<file path="src/hw/rtl/bcc_pkg.sv">
// shared types, constants and register codes for the button click classifier
package bcc_pkg;

  localparam int TIME_BITS_DEF = 32;
  localparam int CFG_ADDR_W    = 4;
  localparam int CFG_DATA_W    = 32;
  localparam int THR_W         = 16;
  localparam int CNT_W         = 8;

  localparam logic [THR_W-1:0] SHORT_LIMIT_RST = 16'd400;
  localparam logic [THR_W-1:0] HOLD_START_RST  = 16'd1000;
  localparam logic [THR_W-1:0] HOLD_END_RST    = 16'd3000;
  localparam logic [CNT_W-1:0] REL_CNT_RST     = 8'd1;

  typedef enum logic [1:0] {
    REG_SHORT_LIMIT = 2'd0,
    REG_HOLD_START  = 2'd1,
    REG_HOLD_END    = 2'd2,
    REG_UNUSED      = 2'd3
  } reg_idx_t;

  typedef struct packed {
    logic [THR_W-1:0] short_click_limit;
    logic [THR_W-1:0] hold_start;
    logic [THR_W-1:0] hold_end;
  } thr_t;

  typedef struct packed {
    logic        pin_level;
    logic [31:0] now_time;
  } in_item_t;

  typedef struct packed {
    logic             pressed;
    logic             new_press;
    logic             new_release;
    logic             short_click;
    logic             long_click;
    logic             hold_click;
    logic             hold_pressing;
    logic [31:0]      hold_ticks;
    logic [31:0]      released_ticks;
    logic [CNT_W-1:0] release_total;
  } out_item_t;

endpackage

</file>
<file path="src/hw/rtl/bcc_cfg.sv">
// threshold registers behind the apb-style configuration port
module bcc_cfg
  import bcc_pkg::*;
(
  input  logic                  clk,
  input  logic                  rst_n,
  input  logic                  cfg_psel,
  input  logic                  cfg_penable,
  input  logic                  cfg_pwrite,
  input  logic [CFG_ADDR_W-1:0] cfg_paddr,
  input  logic [CFG_DATA_W-1:0] cfg_pwdata,
  output logic [CFG_DATA_W-1:0] cfg_prdata,
  output logic                  cfg_pready,
  output thr_t                  thr
);

  thr_t     thr_r, thr_nxt;
  reg_idx_t idx;
  logic     wr_en;

  assign cfg_pready = 1'b1;
  assign idx        = reg_idx_t'(cfg_paddr[CFG_ADDR_W-1:2]);
  assign wr_en      = cfg_psel & cfg_penable & cfg_pwrite & cfg_pready;
  assign thr        = thr_r;

  always_comb begin
    thr_nxt = thr_r;
    if (wr_en) begin
      case (idx)
        REG_SHORT_LIMIT: thr_nxt.short_click_limit = cfg_pwdata[THR_W-1:0];
        REG_HOLD_START:  thr_nxt.hold_start        = cfg_pwdata[THR_W-1:0];
        REG_HOLD_END:    thr_nxt.hold_end          = cfg_pwdata[THR_W-1:0];
        default:         thr_nxt                   = thr_r;
      endcase
    end
  end

  always_comb begin
    case (idx)
      REG_SHORT_LIMIT: cfg_prdata = CFG_DATA_W'(thr_r.short_click_limit);
      REG_HOLD_START:  cfg_prdata = CFG_DATA_W'(thr_r.hold_start);
      REG_HOLD_END:    cfg_prdata = CFG_DATA_W'(thr_r.hold_end);
      default:         cfg_prdata = '0;
    endcase
  end

  always_ff @(posedge clk) begin
    if (!rst_n) begin
      thr_r.short_click_limit <= SHORT_LIMIT_RST;
      thr_r.hold_start        <= HOLD_START_RST;
      thr_r.hold_end          <= HOLD_END_RST;
    end else begin
      thr_r <= thr_nxt;
    end
  end

endmodule

</file>
<file path="src/hw/rtl/bcc_core.sv">
// edge detection, duration tracking, click classification and result register
module bcc_core
  import bcc_pkg::*;
#(
  parameter int TIME_BITS = TIME_BITS_DEF
) (
  input  logic      clk,
  input  logic      rst_n,
  input  logic      item_valid,
  input  in_item_t  item,
  input  thr_t      thr,
  output logic      take,
  output logic      out_valid,
  input  logic      out_stall,
  output out_item_t out_data
);

  logic                 level_r, level_nxt;
  logic [TIME_BITS-1:0] press_stamp_r, press_stamp_nxt;
  logic [TIME_BITS-1:0] rel_stamp_r, rel_stamp_nxt;
  logic [TIME_BITS-1:0] hold_len_r, hold_len_nxt;
  logic [TIME_BITS-1:0] rel_len_r, rel_len_nxt;
  logic [CNT_W-1:0]     rel_cnt_r, rel_cnt_nxt;
  logic                 out_valid_r, out_valid_nxt;
  out_item_t            out_data_r, out_data_nxt;

  logic                 fire, rise, fall;
  logic [TIME_BITS-1:0] now;
  logic [TIME_BITS-1:0] t_short, t_start, t_end;
  logic [THR_W-1:0]     low16;

  assign take      = !out_valid_r || !out_stall;
  assign fire      = item_valid && take;
  assign out_valid = out_valid_r;
  assign out_data  = out_data_r;

  assign now     = TIME_BITS'(item.now_time);
  assign t_short = TIME_BITS'(thr.short_click_limit);
  assign t_start = TIME_BITS'(thr.hold_start);
  assign t_end   = TIME_BITS'(thr.hold_end);

  assign rise = item.pin_level && !level_r;
  assign fall = !item.pin_level && level_r;

  always_comb begin
    level_nxt       = item.pin_level;
    press_stamp_nxt = rise ? now : press_stamp_r;
    rel_stamp_nxt   = fall ? now : rel_stamp_r;
    rel_cnt_nxt     = fall ? rel_cnt_r + CNT_W'(1) : rel_cnt_r;
    hold_len_nxt    = hold_len_r;
    rel_len_nxt     = rel_len_r;
    // time running backwards clamps the tracked duration to zero
    if (item.pin_level) begin
      hold_len_nxt = (now >= press_stamp_nxt) ? now - press_stamp_nxt : '0;
    end else begin
      rel_len_nxt = (now >= rel_stamp_nxt) ? now - rel_stamp_nxt : '0;
    end
  end

  assign low16 = hold_len_nxt[THR_W-1:0];

  always_comb begin
    out_data_nxt.pressed        = level_nxt;
    out_data_nxt.new_press      = rise;
    out_data_nxt.new_release    = fall;
    // on a release tick hold_len_nxt still holds the last pressed value
    out_data_nxt.short_click    = fall && (hold_len_nxt <= t_short);
    out_data_nxt.long_click     = fall && (hold_len_nxt > t_short) && (hold_len_nxt < t_start);
    out_data_nxt.hold_click     = fall && (hold_len_nxt >= t_start) && (hold_len_nxt <= t_end);
    out_data_nxt.hold_pressing  = level_nxt && (low16 > thr.hold_start)
                                  && (low16 <= thr.hold_end);
    out_data_nxt.hold_ticks     = 32'(hold_len_nxt);
    out_data_nxt.released_ticks = 32'(rel_len_nxt);
    out_data_nxt.release_total  = rel_cnt_nxt;
  end

  always_comb begin
    if (fire) begin
      out_valid_nxt = 1'b1;
    end else if (out_stall) begin
      out_valid_nxt = out_valid_r;
    end else begin
      out_valid_nxt = 1'b0;
    end
  end

  always_ff @(posedge clk) begin
    if (!rst_n) begin
      level_r       <= 1'b0;
      press_stamp_r <= '0;
      rel_stamp_r   <= '0;
      hold_len_r    <= '0;
      rel_len_r     <= '0;
      rel_cnt_r     <= REL_CNT_RST;
      out_valid_r   <= 1'b0;
    end else begin
      out_valid_r <= out_valid_nxt;
      if (fire) begin
        level_r       <= level_nxt;
        press_stamp_r <= press_stamp_nxt;
        rel_stamp_r   <= rel_stamp_nxt;
        hold_len_r    <= hold_len_nxt;
        rel_len_r     <= rel_len_nxt;
        rel_cnt_r     <= rel_cnt_nxt;
      end
    end
  end

  always_ff @(posedge clk) begin
    if (fire) begin
      out_data_r <= out_data_nxt;
    end
  end

endmodule

</file>
<file path="src/hw/rtl/button_click_classifier.sv">
// top level of the button click classifier
//
//  channel  direction  payload     handshake
//  in_      input      in_item_t   in_valid / in_stall
//  out_     output     out_item_t  out_valid / out_stall
//  cfg_     apb rd/wr  thresholds  cfg_psel / cfg_penable / cfg_pready
//
// one sample per cycle sustained while out_ is not stalled; a result reaches out_ through
// the input register, then the compare/subtract path into the result register
// synchronous active-low reset: button released, release count 1, thresholds 400/1000/3000
// a stalled result holds; the input register still takes one more sample behind it
module button_click_classifier
  import bcc_pkg::*;
#(
  parameter int TIME_BITS = TIME_BITS_DEF
) (
  input  logic                  clk,
  input  logic                  rst_n,
  input  logic                  in_valid,
  output logic                  in_stall,
  input  in_item_t              in_data,
  output logic                  out_valid,
  input  logic                  out_stall,
  output out_item_t             out_data,
  input  logic                  cfg_psel,
  input  logic                  cfg_penable,
  input  logic                  cfg_pwrite,
  input  logic [CFG_ADDR_W-1:0] cfg_paddr,
  input  logic [CFG_DATA_W-1:0] cfg_pwdata,
  output logic [CFG_DATA_W-1:0] cfg_prdata,
  output logic                  cfg_pready
);

  logic     s1_valid_r, s1_valid_nxt;
  in_item_t s1_data_r;
  logic     take, in_xfer;
  thr_t     thr;

  assign in_stall = s1_valid_r && !take;
  assign in_xfer  = in_valid && !in_stall;

  always_comb begin
    if (in_xfer) begin
      s1_valid_nxt = 1'b1;
    end else if (take) begin
      s1_valid_nxt = 1'b0;
    end else begin
      s1_valid_nxt = s1_valid_r;
    end
  end

  always_ff @(posedge clk) begin
    if (!rst_n) begin
      s1_valid_r <= 1'b0;
    end else begin
      s1_valid_r <= s1_valid_nxt;
    end
  end

  always_ff @(posedge clk) begin
    if (in_xfer) begin
      s1_data_r <= in_data;
    end
  end

  bcc_cfg u_cfg (
    .clk         (clk),
    .rst_n       (rst_n),
    .cfg_psel    (cfg_psel),
    .cfg_penable (cfg_penable),
    .cfg_pwrite  (cfg_pwrite),
    .cfg_paddr   (cfg_paddr),
    .cfg_pwdata  (cfg_pwdata),
    .cfg_prdata  (cfg_prdata),
    .cfg_pready  (cfg_pready),
    .thr         (thr)
  );

  bcc_core #(
    .TIME_BITS (TIME_BITS)
  ) u_core (
    .clk        (clk),
    .rst_n      (rst_n),
    .item_valid (s1_valid_r),
    .item       (s1_data_r),
    .thr        (thr),
    .take       (take),
    .out_valid  (out_valid),
    .out_stall  (out_stall),
    .out_data   (out_data)
  );

endmodule

</file>
<file path="config.mk">
export PLATFORM = sky130hd
export DESIGN_NAME = button_click_classifier
export DESIGN_NICKNAME = d
export VERILOG_FILES = /design/src/hw/rtl/bcc_pkg.sv /design/src/hw/rtl/bcc_cfg.sv /design/src/hw/rtl/bcc_core.sv /design/src/hw/rtl/button_click_classifier.sv
export SDC_FILE = /design/constraint.sdc
export NUM_CORES = 1
export LEC_CHECK = 0
export ABC_AREA = 1
export BUFFER_PORTS_ARGS = -buffer_cell sky130_fd_sc_hd__buf_2
export CAP_MARGIN = 20
export CORE_UTILIZATION = 55
export CTS_BUF_LIST = sky130_fd_sc_hd__clkbuf_16
export CTS_CLUSTER_DIAMETER = 50
export DETAILED_ROUTE_END_ITERATION = 10
export PLACE_DENSITY = 0.77
export SLEW_MARGIN = 15
export SYNTH_ARGS = -nofsm -noshare
export SYNTH_HDL_FRONTEND = slang
export SYNTH_SLANG_ARGS = --single-unit
</file>
<file path="constraint.sdc">
create_clock -name clk -period 6 [get_ports clk]
set_input_delay 0.3 -clock clk [delete_from_list [all_inputs] [get_ports clk]]
set_output_delay 0.3 -clock clk [all_outputs]
set_load 0.02 [all_outputs]
</file>
==> flow_metrics.tcl <==
set metrics [dict create \
    status "finished clean" \
    io_pins 190 \
    setup_violations 0 \
    swShare_pct 31.5 \
    placed_cell_area_um2 17600 \
    ant_nets 0 \
    antenna_found_initial 0 \
    grt-ovfl-total 0 \
    fin_ws_ns 0.584 \
    synthArstFlopShare_pct 0 \
    cts_root_buf "clkbuf_16" \
    core-area_um2 29700 \
    synthAdderAreaFrac_pct 8.67 \
    die_y_um 176 \
    relSlewSlack_pct 32.6 \
    start_kind "flop" \
    synth-compound-area-share_pct 19.8 \
    first_pass_iters 7 \
    final_cell_mix "319 x nand2_1, 256 x a21oi_1, 251 x inv_1" \
    clk_latency_ns 0.53 \
    rr_worst_depth 24 \
    die_area_um2 30900 \
    ys_types 55 \
    rsz0062_at_grt "no" \
    clkPwrFrac_pct 37.5 \
    worst_pin_slew_ns 1.01 \
    start_util_pct 55.9 \
    worstSetupPathType "reg -> reg" \
    vias_per_cell 5.62 \
    final_nets 2358 \
    nFillCells 2539 \
    grt_pass1_vias 13600 \
    p_per_area_nw_per_um2 310 \
    numCtsBuffers 37 \
    drive_above_1_share_pct 12.8 \
    regToRegSetupSlack_ns 0.58 \
    hold_end "u_cfg.thr[9]" \
    maxCapViolations 0 \
    synth_top_family_by_area "compound AO/OA/AOI/OAI gates" \
    row_count 63 \
    critPathArrivalTime_ns 5.69 \
    finalPower_mw 5.93 \
    cts.sinks 299 \
    hold_path_startpoint "cfg_pwdata[9]" \
    fp.dieW_um 176 \
    clock.fmax_mhz 185 \
    path_clk_slew_ns 0.06 \
    comb_power_share_pct 23.4 \
    cts_resized 0 \
    fin_skew_ns 0.0321 \
    mostFrequentLayoutCell "nand2_1" \
    synth_ff_type "dfxtp_1" \
    critPathCaptureType "flop" \
    layout_worst_path_cycle_share_pct 90.3 \
    grt_max_degree 119 \
    grt.total_usage_pct 28.5 \
    tns_ns 0 \
    htreeDepth 2 \
    power_switching_mw 1.87 \
    p_leak_nw 8.36 \
    synth_simple_gate_area_share_pct 14.0 \
    hp-class "in -> reg" \
    route.vias.total 14500 \
    cts_tree "built" \
    power.share.sequential_pct 39.0 \
    wire_per_inst_um 16.9 \
    synthCells 2012 \
    numPortBuffers 154 \
    ys_seq_area_share_pct 42.8 \
    area.growth.synth_to_final_pct 15.1 \
    postCtsHoldBufs 32 \
    wl_mm 43.7 \
    synth_xor_area_share_pct 2.63 \
    pre_cts_slack_ns 0.638 \
    synth-seq-cells 299 \
    hold_depth 3 \
    drc 0 \
    dr.first_iter.drc_count 1261 \
    place_hpwl_mm 31.4 \
    path_max_fanout 31 \
    final_cell_area_um2 19100 \
    yosys_warnings 0 \
    r2r_start "u_core.level_r" \
    required_ns 6.27 \
    grt_pass1_wl_mm 70.2 \
    postCtsSetupBuffers 0 \
    antenna_cells 0 \
    finalHoldViolations 0 \
    final_max_slew_viol_count 0 \
    gp_congestion 0.929 \
    reg2reg_to "u_core.out_data[74]" \
    muxShareOfSynthArea_pct 3.61 \
    synth_edf_count 112 \
    fin_crit_ns 5.42 \
    clk_path_buf_depth 3 \
    internal_power_mw 4.06 \
    syn_area_um2 16600 \
    crit_path_start "u_core.level_r" \
    avgSynthCellArea_um2 8.26 \
    ir_drop_mv 0.256 \
]
worst max-delay path, cell delays in order (launching register included):
cell	delay, ns
dfxtp_1	0.37
inv_2	0.09
nand2_4	0.38
buf_4	0.30
mux2i_1	0.11
ha_1	0.38
inv_1	0.07
o21ai_0	0.26
a21oi_1	0.10
o21ai_0	0.16
a21oi_2	0.15
a21oi_4	0.43
inv_2	0.28
o21ai_0	0.67
ha_1	0.38
nand2_1	0.10
nor2_1	0.05
a211oi_1	0.16
o21ai_0	0.13
a21oi_1	0.13
nor2_1	0.06
a211oi_1	0.18
a21oi_1	0.09
nand2_1	0.08
nor2_1	0.04
cells by family after synthesis:
kind of cell	after synthesis
other cells	2
flops	299
fa+ha+maj	114
buf+inv	349
mux	60
compound gates	587
xor+xnor	50
simple gates	551
state kept, by name, indices dropped and copies added, names as in the netlist:
register	flops
s1_data_r	33
s1_valid_r	1
u_cfg.thr	48
u_core.hold_len_r	32
u_core.level_r	1
u_core.out_data	79
u_core.out_valid	1
u_core.press_stamp_r	32
u_core.rel_cnt_r	8
u_core.rel_len_r	32
u_core.rel_stamp_r	32
power by group through the flow:
stage	Combinational [mW]	Sequential, mW	Clock, mW
6_report	1.39	2.31	2.23
3_3_place_gp	1.32	2.35	0
5_1_grt	1.55	2.32	2.35
3_5_place_dp	1.35	2.35	0
2_1_floorplan	0.940	2.39	0
4_1_cts	1.37	2.31	2.25
metal layers:
metal,share of wire (%),GRT usage (%),vias to the layer above
li1,-,-,7205
met1,46,40.0,6775
met2,45,44.5,485
met3,7.1,5.13,75
met4,2.5,8.48,0
met5,0,0,-
cell usage after synthesis, types with 4 or more instances:
master / instances / area share, %
nand2_1: 319 / 7.2
xor2_1: 28 / 1.5
o211ai_1: 20 / 0.90
a21o_1: 8 / 0.36
mux2i_1: 60 / 3.6
a211oi_1: 8 / 0.36
a21boi_0: 4 / 0.18
inv_2: 8 / 0.18
nand2_2: 15 / 0.56
dfxtp_1: 187 / 23
o22ai_1: 27 / 1.0
nand4_1: 14 / 0.53
ha_1: 112 / 8.4
buf_2: 4 / 0.12
a21oi_2: 5 / 0.26
nor4_1: 4 / 0.15
buf_1: 7 / 0.16
o221ai_1: 19 / 1.0
nor2_1: 112 / 2.5
edfxtp_1: 112 / 20
o21ai_2: 9 / 0.47
clkbuf_1: 64 / 1.4
a31oi_1: 6 / 0.23
nand3_1: 50 / 1.5
o21ai_0: 190 / 5.7
xnor2_1: 22 / 1.2
a21oi_1: 256 / 7.7
o21bai_1: 7 / 0.32
nor3_1: 19 / 0.57
o21ai_1: 13 / 0.39
inv_1: 243 / 5.5
buf_4: 20 / 0.90
layout make-up:
type,instances,area (um2),share of cell area [%]
sequential,299,7110,37.1
multi-input combinational,1379,8170,42.7
clock inverter,29,280,1.46
inverter,251,942,4.92
clock buffer,38,951,4.97
tap,390,488,2.55
timing repair buffer,200,1200,6.25
how the worst max path moves through the flow:
stage / cells past startpoint / to / slack, ns
detailed placement: 23 / u_core.out_data[74] / 0.64
global route: 27 / u_core.out_data[74] / 0.05
global placement: 23 / u_core.out_data[74] / 0.74
finish: 24 / u_core.out_data[74] / 0.58
CTS: 24 / u_core.out_data[74] / 0.62
floorplan: 30 / u_core.out_data[74] / 1.55
through the flow:
stage	util, %	hold WS (ns)	cells
floorplan	-	0.399	2027
global placement	59.2	0.447	2487
detailed placement	59.2	0.455	2487
CTS	64.4	0.0207	2586
finish	64.4	0.0317	2586
global route	64.4	0.0403	2586
No activity file was read; power rests on OpenSTA's default activity.
